===== src/hw/rtl/rtnb_pkg.sv =====
// Shared types, constants and helper functions for the radix tree node builder.
// No dependencies; every other file imports this package.
`timescale 1ns / 1ps

package rtnb_pkg;

    localparam int CODE_W = 32;
    localparam int IDX_W  = 10;
    localparam int CNT_W  = 11;
    localparam int POS_W  = 14;
    localparam int SIM_W  = 8;

    typedef logic signed [POS_W-1:0] pos_t;
    typedef logic signed [SIM_W-1:0] sim_t;

    typedef enum logic [1:0] {
        KIND_LOAD,
        KIND_QUERY,
        KIND_EMPTY
    } kind_t;

    typedef struct packed {
        kind_t             kind;
        logic [IDX_W-1:0]  index;
        logic [CODE_W-1:0] code;
    } entry_t;

    typedef struct packed {
        logic [IDX_W-1:0] node;
        logic             valid_res;
        logic [IDX_W-1:0] left_child;
        logic             left_is_leaf;
        logic [IDX_W-1:0] right_child;
        logic             right_is_leaf;
    } result_t;

    typedef enum logic [2:0] {
        ST_IDLE,
        ST_BASE_REQ,
        ST_BASE_RES,
        ST_PROBE_REQ,
        ST_PROBE_RES,
        ST_OUT
    } state_t;

    typedef enum logic [2:0] {
        PH_INIT,
        PH_UP,
        PH_DN,
        PH_GROW,
        PH_HALF,
        PH_SNODE,
        PH_BASEF,
        PH_BIS
    } phase_t;

    // Count of leading zeros of a 32-bit word; 32 for zero.
    function automatic logic [5:0] clz32(input logic [CODE_W-1:0] v);
        logic [5:0] c;
        c = 6'd32;
        for (int k = 0; k < CODE_W; k++)
        begin
            if (v[k])
            begin
                c = 6'(CODE_W - 1 - k);
            end
        end
        return c;
    endfunction

endpackage


===== src/hw/rtl/rtnb_if.sv =====
// Handshake channel interfaces for the radix tree node builder.
// Depends on rtnb_pkg for field widths.
`timescale 1ns / 1ps

interface rtnb_in_if
    import rtnb_pkg::*;
    ();
    logic              valid;
    logic              ready;
    logic              action;
    logic [IDX_W-1:0]  index;
    logic [CODE_W-1:0] code;

    modport source (output valid, output action, output index, output code, input ready);
    modport sink   (input valid, input action, input index, input code, output ready);
endinterface



===== src/hw/rtl/rtnb_front.sv =====
// Front end: accepts input words and classifies them for the back end.
// Depends on rtnb_pkg and rtnb_in_if.
`timescale 1ns / 1ps

module rtnb_front
    import rtnb_pkg::*;
#(
    parameter int MAX_LEAVES = 1024
)
(
    rtnb_in_if.sink         items,
    input  logic [CNT_W-1:0] n,
    output logic            push_valid,
    input  logic            push_ready,
    output entry_t          push_entry
);

    logic drop;

    always_comb
    begin
        push_entry.index = items.index;
        push_entry.code  = items.code;
        drop             = 1'b0;
        if (!items.action)
        begin
            push_entry.kind = KIND_LOAD;
            // Loads beyond the store are taken and discarded.
            drop = !(32'(items.index) < MAX_LEAVES);
        end
        else if (n < CNT_W'(2) || {1'b0, items.index} >= (n - CNT_W'(1)))
        begin
            push_entry.kind = KIND_EMPTY;
        end
        else
        begin
            push_entry.kind = KIND_QUERY;
        end
    end

    assign push_valid  = items.valid && !drop;
    assign items.ready = push_ready;

endmodule


===== src/flat_wrapper.sv =====
// flat-port wrapper written by rule: the top's interface ports become plain ports
module rtnb_front_flat import rtnb_pkg::*;
#(
    parameter int MAX_LEAVES = 1024
)
  (n, push_valid, push_ready, push_entry, items_valid, items_action, items_index, items_code, items_ready);
  rtnb_in_if items_i ();
  input  logic [CNT_W-1:0] n;
  output logic push_valid;
  input  logic push_ready;
  output entry_t push_entry;
  input wire logic [$bits(items_i.valid)-1:0] items_valid;
  input wire logic [$bits(items_i.action)-1:0] items_action;
  input wire logic [$bits(items_i.index)-1:0] items_index;
  input wire logic [$bits(items_i.code)-1:0] items_code;
  output wire logic [$bits(items_i.ready)-1:0] items_ready;
  assign items_i.valid = items_valid;
  assign items_i.action = items_action;
  assign items_i.index = items_index;
  assign items_i.code = items_code;
  assign items_ready = items_i.ready;
  rtnb_front #(.MAX_LEAVES(MAX_LEAVES)) u_core (.items(items_i), .n(n), .push_valid(push_valid), .push_ready(push_ready), .push_entry(push_entry));
endmodule

===== config.mk =====
export PLATFORM = sky130hd
export DESIGN_NAME = rtnb_front_flat
export DESIGN_NICKNAME = d
export VERILOG_FILES = /design/src/hw/rtl/rtnb_pkg.sv /design/src/hw/rtl/rtnb_if.sv /design/src/hw/rtl/rtnb_front.sv /design/src/flat_wrapper.sv
export SDC_FILE = /design/constraint.sdc
export NUM_CORES = 1
export LEC_CHECK = 0
export ABC_AREA = 1
export BUFFER_PORTS_ARGS = -buffer_cell sky130_fd_sc_hd__buf_4
export CAP_MARGIN = 5
export CORE_UTILIZATION = 37
export DETAILED_ROUTE_END_ITERATION = 8
export PLACE_DENSITY_LB_ADDON = 0.1
export SYNTH_ARGS = -nofsm -noshare
export SYNTH_HDL_FRONTEND = slang
export SYNTH_SLANG_ARGS = --single-unit

===== constraint.sdc =====
create_clock -name vclk -period 4.4
set_clock_uncertainty 0.05 [all_clocks]
set_input_delay 0.22 -clock vclk [all_inputs]
set_output_delay 0.22 -clock vclk [all_outputs]
set_load 0.01 [all_outputs]

==> results of run 1 <==
-- where the power goes --
part	switching, mW	total [mW]	leakage, nW	internal, mW
Sequential	0	0	0	0
Combinational	0.0337	0.0702	0.438	0.0365
Clock	0	0	0	0
Total	0.0337	0.0702	0.438	0.0365
-- placed cells by master (no fill, tap or decap) --
master | synthesis | routed
inv_1 | 14 | 14
ha_1 | 11 | 11
nor2_1 | 9 | 9
nor3_1 | 1 | 1
nand4_1 | 1 | 1
xnor2_1 | 6 | 6
xor2_1 | 2 | 2
nor2_2 | 4 | 4
a21oi_1 | 4 | 4
buf_4 | 44 | 34
nand2_1 | 26 | 26
nand3_2 | 1 | 1
nor4_1 | 1 | 1
nand3_1 | 3 | 3
-- final timing paths --
| path | startpoint | endpoint | cells past startpoint |
|---|---|---|---|
| hold / removal | items_code[13] | push_entry[13] | 0 |
| setup / recovery | n[2] | push_entry[42] | 16 |
-- cell type report --
type,count,area [µm²]
well taps,27,33.78
inverters,14,52.55
fillers,242,1234
multi-input cells,69,426.7
repair buffers,34,255.2
-- per-layer routing --
metal / track usage [%] / up-vias / wire length, µm
li1: - / 333 / -
met1: 12.17 / 259 / 546
met2: 20.37 / 31 / 709
met3: 1.869 / 12 / 169
met4: 3.922 / 0 / 36
met5: 0 / - / 0
-- metrics by stage --
| stage | hold slack [ps] | area (µm²) |
|---|---|---|
| finish | 390.0 | 768.2 |
| global route | 390.0 | 768.2 |
| CTS | 390.1 | 768.2 |
| detailed placement | 390.1 | 768.2 |
| global placement | 390.1 | 768.2 |
| floorplan | 481.8 | 809.5 |
-- cells by family after synthesis --
kind of cell             share of synthesized area [%]
buffers and inverters                            47.30
XOR/XNOR                                         8.656
AND/OR/NAND/NOR                                  24.57
AO/OA/AOI/OAI                                    2.473
adder cells (fa/ha/maj)                          17.00
-- worst max-delay path, delay by kind of cell --
kind	cells	cell delay, ps
and+or+nand+nor	9	890
buffers and inverters	4	370
adders and majority gates	1	280
AOI/OAI and AO/OA	1	190
xor gates and xnor gates	1	130
==> impl_results.md, run 1 <==
- Fmax: 0.4260 GHz
- Gp weighted congestion: 0.6844
- Yosys warns: 0
- Core area: 0.002002 mm²
- Initial antenna violation count: 0
- Clock buffer count: 0
- IO buf count: 34
- Leakage power figure: 0.4382 nW
- Initial cell density of the core: 40.44%
- Register area share after synthesis: 0%
- Max-Slew Margin vs Limit: 83.44%
- Startpoint types: input port
- Synth cell types: 14
- Initial DRC Count: 3
- Place WS: 2032 ps
- Final setup TNS: 0 ps
- Cts repair resizes: 0
- Top cells by area, synth: buf_4 41%, ha_1 17%, nand2_1 12%
- Total power: 0.07020 mW
- VDD IR max: 0.00003244 V
- Diode count: 0
- Tmin final: 2348 ps
- Leading area contributor after synthesis: buf_4
- Cells along the critical path: buf_4 > nor2_1 > nand2_1 > nor2_2 > nand2_1 > xnor2_1 > inv_1 > ha_1 > a21oi_1 > inv_1 > nor2_1 > nand2_1 > nand3_2 > nand2_1 > nor2_1 > buf_4
- Post-route DRC: 0
- Layout cells sized above 1: 33.33%
- Post-route ant nets: 0
- Critical path arrival: between 2000 and 2500 ps
- Crit-path most repeated cell: nand2_1
- Die area: between 0.002 and 0.0025 mm²
- Drt total wl: 1.461 mm
- Via density: 4.410
- Boundary Pins: 102
- Top cell type's share of synthesized area: 40.80%
- Die Y-Extent: 48.78 µm
- Final Hold Viols: 0
- Post-Syn Area: 809.5 µm²
- Final setup fails: 0
- Unrepaired setup endpoints after global routing: no
- Post-layout util: between 30% and 40%
- DR pass1 iterations: 2
- Worst Path Class, Setup: in2out
- Power Dens Cells: roughly 90 mW/mm²
- Rows: 16
- Routed length per placed instance: 10.15 µm
- Layout net count: 186
- Final period util: 53.36%
- Synth Area per Inst: 6.374 µm²
- Final Slew Violations: 0
- Slowest CP cell: ha_1
- Layout Cells excl Fill: 144
- Placed Cells: around 140
- Hold Crit Class: in2out
- Reg area: 0 µm²
- First-pass GRT wire length: approximately 2.2 mm
- Max_cap viols: 0
- Post-Syn Nets: slightly below 200
- Total track usage: a little over a tenth
- FFs & Latches: 0
- DP Wirelength: 1.362 mm
- Vias in the first global route: about 540
- Hold_buf cts: 0
- Post-CTS Setup Inserts: 0
- Max incr delay on CP: between 200 and 300 ps
- WP data required: 4130 ps
- Setup slack after layout: 2052 ps
- Worst Tran Pin Value: 246.2 ps
- Top cells by count, synth: 44 x buf_4, 26 x nand2_1, 14 x inv_1
- Grt ovf: 0
- Crit path max fanout: 3
- CP Capture Type: output port
- Largest net degree at the start of global routing: 6
- Vias: 635
- Cell count after synthesis: 127
- Die width: 48.78 µm
- Most numerous cell in the Yosys netlist: buf_4
- Syn-to-layout area delta: -5.100%
- Outcome: finished, final reports clean
(Power assumes the default switching activity.)
==> inputs of run 2 (changes only) <==
CORE_UTILIZATION = 34   (was 37)
clock period = 2.2 ns   (was 4.4 ns; I/O delays follow)
==> run 2 against run 1 <==
Against the previous run:
- power up 120%
- clock-buffer cell count unchanged
- non-clock buffer count up 2
- combinational power up 120%
- largest cell class unchanged
==> impl_results.md, run 2 (synthesized netlist as in run 1, its figures left out) <==
- Largest net degree at the start of global routing: 6
- Worst Tran Pin Value: 221.5 ps
- Crit path max fanout: 4
- Worst Path Class, Setup: in2out
- Critical path arrival: 1810 ps
- Startpoint types: input port
- DP Wirelength: between 1 and 1.5 mm
- Initial cell density of the core: approximately 36%
- Gp weighted congestion: 0.7228
- Boundary Pins: a little over 100
- CP Capture Type: output port
- Leakage power figure: 0.4524 nW
- Die Y-Extent: 50.80 µm
- Rows: 17
- FFs & Latches: 0
- Via density: between 4 and 5
- VDD IR max: ~0.000072 V
- Clock buffer count: 0
- Syn-to-layout area delta: 4.173%
- Drt total wl: between 1.5 and 2 mm
- DR pass1 iterations: 4
- Hold Crit Class: in2out
- Max_cap viols: 0
- Reg area: 0 µm²
- Layout net count: 188
- Post-route cell area: 843.3 µm²
- Fmax: 0.5072 GHz
- Slowest CP cell: ha_1
- IO buf count: 34
- Grt ovf: 0
- Die area: 0.002580 mm²
- First-pass GRT wire length: 2.408 mm
- Max-Slew Margin vs Limit: 85.10%
- WP data required: 2040 ps
- Final period util: 89.62%
- Hold_buf cts: 0
- Initial DRC Count: 5
- Final setup fails: 0
- Final Slew Violations: 0
- Hold Path Origin: items_code[0]
- Core area: 0.002233 mm²
- Total track usage: 11.74%
- Routed length per placed instance: 10.41 µm
- Hold EP: push_entry[0]
- Worst hold path cell count: 0
- Final Hold Viols: 0
- Power Dens Cells: 183.3 mW/mm²
- Cells along the critical path: buf_4 > inv_2 > ha_4 > nand3_1 > xor2_1 > ha_1 > nand2_1 > inv_1 > a21oi_1 > nand2_1 > nand2_1 > nand2_1 > nand3_2 > nand2_1 > nor2_1 > buf_4
- Place WS: 32.58 ps
- Most common cell after layout, fill and taps aside: buf_4
- Crit-path most repeated cell: nand2_1
- Placed cell area: 777.0 µm²
- Commonest cells after routing, fill and taps aside: 36 x buf_4, 25 x nand2_1, 13 x inv_1
- Setup slack after layout: ~230 ps
- Max incr delay on CP: 290 ps
- Initial antenna violation count: 0
- Die width: 50.80 µm
- Final setup TNS: 0 ps
- Layout cells sized above 1: 42.02%
- Worst hold slack: around 170 ps
- Post-route ant nets: 0
- Outcome: finished, final reports clean
- Vias in the first global route: between 500 and 600
- Post-route DRC: 0
- Total power: 0.1546 mW
- Diode count: 0
- Tmin final: 1972 ps
- Vias: around 620
run 2: worst max path at each step:
stage / slack [ps] / cells after the start / end / startpoint
final: 230 / 16 / push_entry[42] / n[0]
after global routing: -0.3 / 16 / push_entry[42] / n[0]
after CTS: 30 / 16 / push_entry[42] / n[2]
after detailed placement: 30 / 16 / push_entry[42] / n[2]
after global placement: 10 / 16 / push_entry[42] / n[2]
after floorplan: 410 / 14 / push_entry[42] / n[1]
run 2: area by class of cell:
class	instances	area (µm²)
fill	259	1390
tap	28	35.03
timing repair buffer	36	270.3
inverter	14	52.55
multi-input combinational	69	485.5
run 2: worst max-delay path, delay by kind of cell:
kind,cells,cell delay (ps)
compound gates,1,130
xor+xnor,1,170
fa+ha+maj,2,440
buf+inv,4,370
simple gates,8,580
run 2: metrics by stage:
stage,instances,utilization [%]
after floorplan,127,-
after global placement,146,34.79
after detailed placement,146,34.79
after CTS,146,34.79
after global routing,147,37.76
final,147,37.76
run 2: timing repair:
action,4_1_cts,5_1_grt
endpoints found under the hold margin,0,0
setup buffers,0,1
gates resized for setup,0,13
setup endpoints to repair,0,2
run 2: power breakdown:
part           total, mW  internal (mW)  switching [mW]
clock network          0              0               0
logic              0.155         0.0799          0.0747
registers              0              0               0
total              0.155         0.0799          0.0747
run 2: per-layer routing:
layer	track usage (%)	wire length, µm	vias up
met2	22.00	765	29
met3	1.212	150	4
met1	14.36	605	255
met5	0	0	-
li1	-	-	334
met4	1.852	10	0
