===== config.mk =====
export PLATFORM = sky130hd
export DESIGN_NAME = rtnb_queue
export DESIGN_NICKNAME = d
export VERILOG_FILES = /design/src/hw/rtl/rtnb_pkg.sv /design/src/hw/rtl/rtnb_queue.sv
export SDC_FILE = /design/constraint.sdc
export NUM_CORES = 1
export LEC_CHECK = 0
export BUFFER_PORTS_ARGS = -buffer_cell sky130_fd_sc_hd__buf_2
export CORE_MARGIN = 4
export CORE_UTILIZATION = 55
export DETAILED_ROUTE_END_ITERATION = 7
export GPL_TIMING_DRIVEN = 0
export PLACE_DENSITY = 0.83
export SETUP_SLACK_MARGIN = 0.4
export SLEW_MARGIN = 20
export SYNTH_ARGS = -nofsm -noshare
export SYNTH_HDL_FRONTEND = slang
export SYNTH_SLANG_ARGS = --single-unit
export TNS_END_PERCENT = 50

===== constraint.sdc =====
create_clock -name clk -period 3.46 [get_ports clk]
set_input_delay 0.519 -clock clk [delete_from_list [all_inputs] [get_ports clk]]
set_output_delay 0.519 -clock clk [all_outputs]
set_load 0.01 [all_outputs]

===== src/hw/rtl/rtnb_pkg.sv =====
// Shared types, constants and helper functions for the radix tree node builder.
// No dependencies; every other file imports this package.
`timescale 1ns / 1ps

package rtnb_pkg;

    localparam int CODE_W = 32;
    localparam int IDX_W  = 10;
    localparam int CNT_W  = 11;
    localparam int POS_W  = 14;
    localparam int SIM_W  = 8;

    typedef logic signed [POS_W-1:0] pos_t;
    typedef logic signed [SIM_W-1:0] sim_t;

    typedef enum logic [1:0] {
        KIND_LOAD,
        KIND_QUERY,
        KIND_EMPTY
    } kind_t;

    typedef struct packed {
        kind_t             kind;
        logic [IDX_W-1:0]  index;
        logic [CODE_W-1:0] code;
    } entry_t;

    typedef struct packed {
        logic [IDX_W-1:0] node;
        logic             valid_res;
        logic [IDX_W-1:0] left_child;
        logic             left_is_leaf;
        logic [IDX_W-1:0] right_child;
        logic             right_is_leaf;
    } result_t;

    typedef enum logic [2:0] {
        ST_IDLE,
        ST_BASE_REQ,
        ST_BASE_RES,
        ST_PROBE_REQ,
        ST_PROBE_RES,
        ST_OUT
    } state_t;

    typedef enum logic [2:0] {
        PH_INIT,
        PH_UP,
        PH_DN,
        PH_GROW,
        PH_HALF,
        PH_SNODE,
        PH_BASEF,
        PH_BIS
    } phase_t;

    // Count of leading zeros of a 32-bit word; 32 for zero.
    function automatic logic [5:0] clz32(input logic [CODE_W-1:0] v);
        logic [5:0] c;
        c = 6'd32;
        for (int k = 0; k < CODE_W; k++)
        begin
            if (v[k])
            begin
                c = 6'(CODE_W - 1 - k);
            end
        end
        return c;
    endfunction

endpackage


===== src/hw/rtl/rtnb_queue.sv =====
// Two-entry queue between the front end and the back end.
// Depends on rtnb_pkg for the entry type.
`timescale 1ns / 1ps

module rtnb_queue
    import rtnb_pkg::*;
(
    input  logic   clk,
    input  logic   rst_n,
    input  logic   push_valid,
    output logic   push_ready,
    input  entry_t push_entry,
    output logic   pop_valid,
    input  logic   pop,
    output entry_t pop_entry
);

    entry_t     ent_reg [2];
    logic       wr_ptr_reg, wr_ptr_next;
    logic       rd_ptr_reg, rd_ptr_next;
    logic [1:0] count_reg, count_next;
    logic       do_push;

    assign push_ready = (count_reg != 2'd2);
    assign pop_valid  = (count_reg != 2'd0);
    assign pop_entry  = ent_reg[rd_ptr_reg];
    assign do_push    = push_valid && push_ready;

    always_comb
    begin
        wr_ptr_next = wr_ptr_reg ^ do_push;
        rd_ptr_next = rd_ptr_reg ^ (pop && pop_valid);
        count_next  = count_reg + 2'(do_push) - 2'(pop && pop_valid);
    end

    always_ff @(posedge clk or negedge rst_n)
    begin
        if (!rst_n)
        begin
            wr_ptr_reg <= 1'b0;
            rd_ptr_reg <= 1'b0;
            count_reg  <= 2'd0;
        end
        else
        begin
            wr_ptr_reg <= wr_ptr_next;
            rd_ptr_reg <= rd_ptr_next;
            count_reg  <= count_next;
        end
    end

    always_ff @(posedge clk)
    begin
        if (do_push)
        begin
            ent_reg[wr_ptr_reg] <= push_entry;
        end
    end

endmodule


==> impl_results.md, run 1 <==
* Overall track demand over capacity in global routing at approximately 17%
* Register-to-Register Path Depth at 4
* Share of the cycle needed by the critical path after routing at between 60% and 70%
* Floorplan row count at 28
* Antenna violations before repair at 0
* Final hold viol count at 0
* Root buffer cell: sky130_fd_sc_hd__clkbuf_8
* Horizontal extent of the die at just under 90 um
* Share of synthesized area occupied by flip-flops and latches at around four fifths
* Met2 wire len at about 2700 um
* Worst hold stages at 1
* R2R Path Start: count_reg[0]
* Least-Margin Pin Slew at 0.663 ns
* Kind of path behind the tightest hold check: in -> reg
* Total iterations of the first detailed-routing run at 4
* Worst IR Drop VDD at between 0.4 and 0.5 mV
* Die Outline Area at roughly 7500 um^2
* RSZ-0062 raised after global routing: false
* Final core area utilization at a little over two thirds
* Core Footprint at between 5000 and 6000 um^2
* Routed wire length on met3 at between 400 and 500 um
* Number of buffers on the longest clock path at 2
* Post-layout minimum cycle time at about 2.1 ns
* Highest layer used for signal routing: met4
* Unique masters post-synth at 20
* Endpoint of the worst hold path: ent_reg[1][5]
* Cell area power density at between 800 and 900 nW/um^2
* Fraction of final layout cells with drive strength greater than 1 at roughly three fifths
* Die span in y at 86.8 um
* Slack of the worst reg-to-reg path at about 1.5 ns
* Clk_lat worst skew at about 0.35 ns
* Critical path endpoint category: output port
* Most numerous cell on the critical path: sky130_fd_sc_hd__buf_2
* Average wire per standard cell at 16.7 um
* Number of global-route vias before repair at ~2000
* Worst slack after detailed placement at roughly 1.5 ns
* Required arrival time at the worst endpoint at 2.94 ns
* Leading cell types by total area after synthesis: sky130_fd_sc_hd__edfxtp_1 (77%), sky130_fd_sc_hd__mux2_2 (15%), sky130_fd_sc_hd__dfrtp_1 (2.9%), sky130_fd_sc_hd__buf_6 (1.3%), sky130_fd_sc_hd__ha_1 (0.73%)
* Total count of max-transition violations in the final report at 0
* Kind of critical path: reg -> out
* Routed length on met1 at approximately 2500 um
* Leakage at 1.61 nW
* Sum of buffers and inverters on the critical path at 3
* Clock-pin transition on the worst setup and hold timing paths at 0.09 ns
* Crit-path max FO at 10
* Total CTS buffers at 9
* Overall via count from detail_route at between 1500 and 2000
* Worst path top cell family by delay: buffers and inverters
* Sum of net half-perimeters after detailed placement at ~4000 um
* Top cell type by total area after synthesis: sky130_fd_sc_hd__edfxtp_1
* Final-report setup violation count at 0
* Violation count after the first detailed-route iteration at 70
* Area fraction of the dominant cell type after synthesis at between 70% and 80%
* Post-synthesis sequential element count at slightly above 90
* Clock tree from TritonCTS: done
* Signed area change from the synthesized netlist to the final layout at 23.8%
* Worst clock skew at roughly 0.0090 ns
* Antenna diode instance count at 0
* Hold path startpoint: push_entry[5]
* Number of instances in the synthesized netlist at 160
* Leading cell type in the layout, fill and taps excluded: sky130_fd_sc_hd__buf_2
* Post-synthesis instance area at ~3400 um^2
* Nets at around 320
* Max-cap viol count at 0
* Global-route wire length before repair at 9290 um
* Critical path origin: rd_ptr_reg
* Delay of the slowest critical-path stage at between 0.3 and 0.4 ns
* Routed vias/inst at a little over 5
* Largest register FFs at 88
* Worst endpoint data arrival time at about 1.6 ns
* Total number of H-tree levels at 3
* Pin count of the biggest net entering global routing at 26
* End of the worst register-to-register path: ent_reg[0][30]
* Total chip power at 3.40 mW
* Number of warning messages in the yosys log at 0
* Average instance area after synthesis at around 21 um^2
* Setup TNS at 0 ns
* Setup fix buffers added after clock tree synthesis at 0
* Slowest cell on crit path: sky130_fd_sc_hd__mux2_2
* Result of the run: finished clean
* Post-Synthesis Net Count at 210
* Cell-by-cell listing of the critical path: buf_2, buf_6, mux2_2, buf_2
* Startpoint type of the worst setup path: register
* Remaining antenna violation count at 0
* Clock Sink Count at just over 90
* Overflow left after global routing at 0
* Initial Utilization at between 50% and 60%
* Sum of routed wire length over all layers at 5790 um
* Most used cells in the layout excluding fill and tap cells: sky130_fd_sc_hd__buf_2 (94), sky130_fd_sc_hd__edfxtp_1 (88), sky130_fd_sc_hd__mux2_2 (44)
* Top achievable clock speed at between 400 and 500 MHz
* Headroom to the max-slew limit at 55.8%
* IO Count at between 90 and 100
* Port Buffers at 93
* Remaining DRCs at 0
* Gp weighted congestion at a little over 0.7
* Worst setup slack after layout at around 1.4 ns
-- power by group --
part | leakage [nW] | internal [mW] | switching (mW)
clock | 0.0846 | 0.330 | 0.351
sequential | 0.866 | 1.52 | 0.0673
combinational | 0.656 | 0.554 | 0.573
total | 1.61 | 2.41 | 0.992
-- logic make-up (layout without fill, tap and decap cells) --
group | after synthesis | in the layout | synth area share [%]
XOR/XNOR | 2 | 2 | 0.513
buffers and inverters | 7 | 119 | 1.68
AND/OR/NAND/NOR | 9 | 9 | 1.39
adder cells (fa/ha/maj) | 2 | 2 | 0.732
multiplexers | 44 | 44 | 14.5
AO/OA/AOI/OAI | 4 | 4 | 0.915
flip-flops | 92 | 92 | 80.3
-- worst register-to-register path: stages (launching register included) --
cell and delay [ns]:
sky130_fd_sc_hd__dfrtp_1 0.46, sky130_fd_sc_hd__nand2b_1 0.17, sky130_fd_sc_hd__and2_1 0.14, sky130_fd_sc_hd__ha_2 0.60
sky130_fd_sc_hd__buf_16 0.25
-- worst max-delay path by stage --
stage	to	slack, ns	cells past startpoint
2_1_floorplan	ent_reg[0][0]	1.22	3
3_3_place_gp	ent_reg[0][28]	0.61	3
3_5_place_dp	ent_reg[0][28]	1.46	4
4_1_cts	pop_entry[36]	1.32	4
5_1_grt	pop_entry[20]	1.24	4
6_report	pop_entry[36]	1.35	4
-- metal layers --
metal / up-vias / global-route usage (%)
met5: - / 0
met4: 0 / 7.22
met3: 7 / 5.42
met2: 79 / 27.5
met1: 865 / 20.6
li1: 842 / -
-- synth_stat cells --
library cell and count:
sky130_fd_sc_hd__and3_1 1, sky130_fd_sc_hd__nand2b_1 1, sky130_fd_sc_hd__nand3_1 1, sky130_fd_sc_hd__mux2_2 44, sky130_fd_sc_hd__or2_2 1, sky130_fd_sc_hd__and2_1 1, sky130_fd_sc_hd__ha_1 2, sky130_fd_sc_hd__a21bo_1 1
sky130_fd_sc_hd__dfrtp_1 4, sky130_fd_sc_hd__inv_1 2, sky130_fd_sc_hd__edfxtp_1 88, sky130_fd_sc_hd__a211oi_1 1, sky130_fd_sc_hd__buf_6 4, sky130_fd_sc_hd__nor2_1 2, sky130_fd_sc_hd__a32oi_1 1, sky130_fd_sc_hd__nand2_1 1
sky130_fd_sc_hd__xnor2_1 2, sky130_fd_sc_hd__o21ai_0 1, sky130_fd_sc_hd__buf_2 1, sky130_fd_sc_hd__nor2b_1 1
-- final cells by class --
class,instances,area (um^2)
Fill cell,418,1760
Timing Repair Buffer,96,531
Inverter,2,7.51
Clock buffer,11,131
Buffer,5,50.0
Tap cell,75,93.8
Multi-Input combinational cell,61,621
Clock inverter,5,52.6
Sequential cell,92,2740
-- per-stage QoR --
| step | instance area [um^2] | cells | hold WS [ns] |
|---|---|---|---|
| after global placement | 3980 | 328 | 0.329 |
| final | 4230 | 347 | 0.353 |
| after floorplan | 3420 | 160 | 0.223 |
| after detailed placement | 4040 | 330 | 0.335 |
| after CTS | 4230 | 347 | 0.340 |
| after global routing | 4230 | 347 | 0.330 |
-- repair_timing --
action                                  in CTS  in global routing
hold endpoints to repair                     4                  0
endpoints found under the setup margin       0                  0
hold buffers                                 1                  0
resized for setup                            0                  0
No activity file was read; power rests on OpenSTA's default activity.
==> inputs of run 2 (changes only) <==
--- a/config.mk
+++ b/config.mk
@@ -5,12 +5,13 @@
 export SDC_FILE = /design/constraint.sdc
 export NUM_CORES = 1
 export LEC_CHECK = 0
+export ABC_AREA = 1
 export BUFFER_PORTS_ARGS = -buffer_cell sky130_fd_sc_hd__buf_2
 export CORE_MARGIN = 4
-export CORE_UTILIZATION = 55
+export CORE_UTILIZATION = 48
 export DETAILED_ROUTE_END_ITERATION = 7
 export GPL_TIMING_DRIVEN = 0
-export PLACE_DENSITY = 0.83
+export PLACE_DENSITY = 0.76
 export SETUP_SLACK_MARGIN = 0.4
 export SLEW_MARGIN = 20
 export SYNTH_ARGS = -nofsm -noshare
==> constraint.sdc (replaced) <==
create_clock -name clk -period 1.8 [get_ports clk]
set_input_delay 0.27 -clock clk [delete_from_list [all_inputs] [get_ports clk]]
set_output_delay 0.27 -clock clk [all_outputs]
set_load 0.01 [all_outputs]
==> run 2 against run 1 <==
- sequential share of layout area down 13 points
- design area up 26%
- core utilization down 2.2 points
- count of clock-buffer cells in the layout down 1
- via count up 28%
- area after synthesis up 14%
- sequential power up 99%
- worst hold slack worse by 0.24 ns
- final cell count up 42%
==> impl_results.md, run 2 <==
* Kind of path behind the tightest hold check: in -> reg
* Violation count after the first detailed-route iteration at 46 (-34%)
* Worst clock skew at 0.00776 ns (-0.00127 ns)
* Slowest cell on crit path: sky130_fd_sc_hd__dfrtp_1
* Most used cells in the layout excluding fill and tap cells: sky130_fd_sc_hd__edfxtp_1 (88), sky130_fd_sc_hd__buf_2 (62), sky130_fd_sc_hd__nand2_1 (52)
* Sum of routed wire length over all layers at 7310 um (+26%)
* Die Outline Area at 9650 um^2 (+28%)
* Pin count of the biggest net entering global routing at 24 (-7.7%)
* Number of instances in the synthesized netlist at 261 (+63%)
* Crit-path max FO at 8 (-2)
* Final-report setup violation count at 0 (unchanged)
* Result of the run: finished clean
* Cell-by-cell listing of the critical path: buf_12, inv_8, buf_16, nand2_4, nand2_2, buf_2
* Total of fill cells in the finished design at 567 (+36%)
* Clock tree from TritonCTS: done
* Overall via count from detail_route at 2293 (+28%)
* Port Buffers at 93 (unchanged)
* Sum of net half-perimeters after detailed placement at 4420 um (+11%)
* Top cell type by total area after synthesis: sky130_fd_sc_hd__edfxtp_1
* Root buffer cell: sky130_fd_sc_hd__clkbuf_8
* Leading cell types by total area after synthesis: sky130_fd_sc_hd__edfxtp_1 (68%), sky130_fd_sc_hd__nand2_4 (12%), sky130_fd_sc_hd__nand2_2 (6.7%), sky130_fd_sc_hd__nand2_1 (5.8%), sky130_fd_sc_hd__dfrtp_1 (2.6%)
* Commonest cells in the synthesized netlist: sky130_fd_sc_hd__edfxtp_1 (88), sky130_fd_sc_hd__nand2_1 (60), sky130_fd_sc_hd__nand2_2 (42)
* Asr flop ratio synth at 4.35% (unchanged)
* Gp weighted congestion at 0.688 (-3.7%)
* Prevailing post-synth register cell: sky130_fd_sc_hd__edfxtp_1
* Clock Sink Count at 92 (unchanged)
* Nets at 437 (+38%)
* Delay of the slowest critical-path stage at 0.40 ns (+0.05 ns)
* Most numerous cell in the Yosys netlist: sky130_fd_sc_hd__edfxtp_1
* Total count of max-transition violations in the final report at 0 (unchanged)
* Worst path top cell family by delay: buffers and inverters
* Signed area change from the synthesized netlist to the final layout at 36.5%
* Total number of H-tree levels at 3 (unchanged)
* Number of flops mapped to enable cells by yosys at 88 (unchanged)
* Sum of buffers and inverters on the critical path at 4 (+1)
* Leakage at 2.34 nW (+46%)
* Die span in y at 98.3 um (+13%)
* Startpoint type of the worst setup path: register
* Post-layout minimum cycle time at 1.64 ns
* Total iterations of the first detailed-routing run at 5 (+1)
* Total chip power at 9.07 mW (+170%)
* IO Count at 94 (unchanged)
* Average wire per standard cell at 14.8 um (-11%)
* Horizontal extent of the die at 98.3 um (+13%)
* Required arrival time at the worst endpoint at 1.53 ns (-1.41 ns)
* Number of warning messages in the yosys log at 0 (unchanged)
* Fraction of final layout cells with drive strength greater than 1 at 60.5% (+2.0 points)
* Clk_lat worst skew at 0.34 ns (about the same)
* Overflow left after global routing at 0 (unchanged)
* Core Footprint at 7810 um^2 (+30%)
* Share of synthesized area occupied by flip-flops and latches at 70.1% (-10 points)
* Routed vias/inst at 4.64 (-10%)
* Max-cap viol count at 0 (unchanged)
* Antenna diode instance count at 0 (unchanged)
* Critical path endpoint category: output port
* Share of the cycle needed by the critical path after routing at about nine tenths
* Worst endpoint data arrival time at 1.37 ns (-0.22 ns)
* Worst IR Drop VDD at 0.858 mV (+89%)
* Largest register FFs at 88 (unchanged)
* Initial Utilization at 50.1% (-7.0 points)
* Remaining DRCs at 0 (unchanged)
* Area fraction of the dominant cell type after synthesis at 67.6% (-9.8 points)
* Global-route wire length before repair at 11000 um (+18%)
* Least-Margin Pin Slew at 0.280 ns (-0.383 ns)
* Antenna violations before repair at 0 (unchanged)
* Average instance area after synthesis at 15.0 um^2 (-30%)
* Top achievable clock speed at around 610 MHz
* Number of global-route vias before repair at 2270 (+14%)
* Kind of critical path: reg -> out
* Post-synthesis instance area at 3910 um^2 (+14%)
* Post-synthesis sequential element count at 92 (unchanged)
* Final core area utilization at 68.4% (-2.2 points)
* Post-Synthesis Net Count at 311 (+48%)
* Unique masters post-synth at 17 (-15%)
* Clock-pin transition on the worst setup and hold timing paths at 0.09 ns (about the same)
* RSZ-0062 raised after global routing: true
* Remaining antenna violation count at 0 (unchanged)
* Overall track demand over capacity in global routing at 14.8% (-2.1 points)
* Cell area power density at 1700 nW/um^2 (+110%)
* Headroom to the max-slew limit at 81.3% (+26 points)
* Total CTS buffers at 9 (unchanged)
* Leading cell type in the layout, fill and taps excluded: sky130_fd_sc_hd__edfxtp_1
* Number of buffers on the longest clock path at 2 (unchanged)
* Final hold viol count at 0 (unchanged)
* Floorplan row count at 32 (+14%)
[run 2: path summary, 6_finish.rpt]
| check | from | endpoint | slack, ns | cells past startpoint |
|---|---|---|---|---|
| setup / recovery | rd_ptr_reg | pop_entry[18] | 0.16 | 6 |
| setup reg to reg | count_reg[0] | ent_reg[1][39] | 0.30 | 6 |
| hold reg to reg | count_reg[0] | rd_ptr_reg | 0.69 | 2 |
| hold / removal | push_entry[17] | ent_reg[0][17] | 0.11 | 1 |
| min in group asynchronous | rst_n | count_reg[0] | 0.30 | 2 |
| max in group asynchronous | rst_n | count_reg[1] | 1.37 | 2 |
[run 2: layer usage]
layer,GRT usage [%],vias up,share of wire [%]
li1,-,1124,-
met1,16.9,1096,39
met2,27.0,64,55
met3,3.21,9,4.8
met4,5.36,0,1.1
met5,0,-,0
[run 2: per-stage QoR]
stage / hold WS (ns) / instances / area [um^2] / worst slack (ns) / TNS, ns
2_1_floorplan: -0.0256 / 261 / 3940 / 0.131 / 0
3_3_place_gp: 0.0835 / 456 / 4530 / -0.218 / -9.52
5_1_grt: 0.0877 / 494 / 5340 / 0.0953 / 0
6_report: 0.108 / 494 / 5340 / 0.159 / 0
4_1_cts: 0.0902 / 484 / 4920 / 0.120 / 0
3_5_place_dp: 0.0850 / 457 / 4560 / 0.0265 / 0
[run 2: logic make-up after synthesis]
family,synth area share [%]
AOI/OAI and AO/OA,0.128
DFF,70.1
buffers and inverters,4.38
and+or+nand+nor,24.5
adders and majority gates,0.640
xor gates and xnor gates,0.224
[run 2: timing repair]
action	4_1_cts	5_1_grt
setup buffers	8	6
gates cloned	2	4
hold buffers	1	0
endpoints found under the setup margin	134	115
pin swaps	1	7
hold endpoints to repair	4	0
gates resized for setup	8	56
[run 2: power by group]
group          internal (mW)  switching, mW
Sequential              2.94          0.235
Clock                  0.643          0.687
Combinational           2.28           2.29
Total                   5.87           3.21
[run 2: final cells by class]
| class | count | area (um^2) | area share [%] |
|---|---|---|---|
| plain buffers | 9 | 164 | 3.07 |
| clock buffers | 10 | 128 | 2.39 |
| clock inverters | 6 | 63.8 | 1.20 |
| inverters | 10 | 66.3 | 1.24 |
| multi-input cells | 151 | 1080 | 20.3 |
| flip-flops and latches | 92 | 2740 | 51.4 |
| well taps | 102 | 128 | 2.39 |
| repair buffers | 113 | 952 | 17.8 |
| repair inverters | 1 | 11.3 | 0.211 |
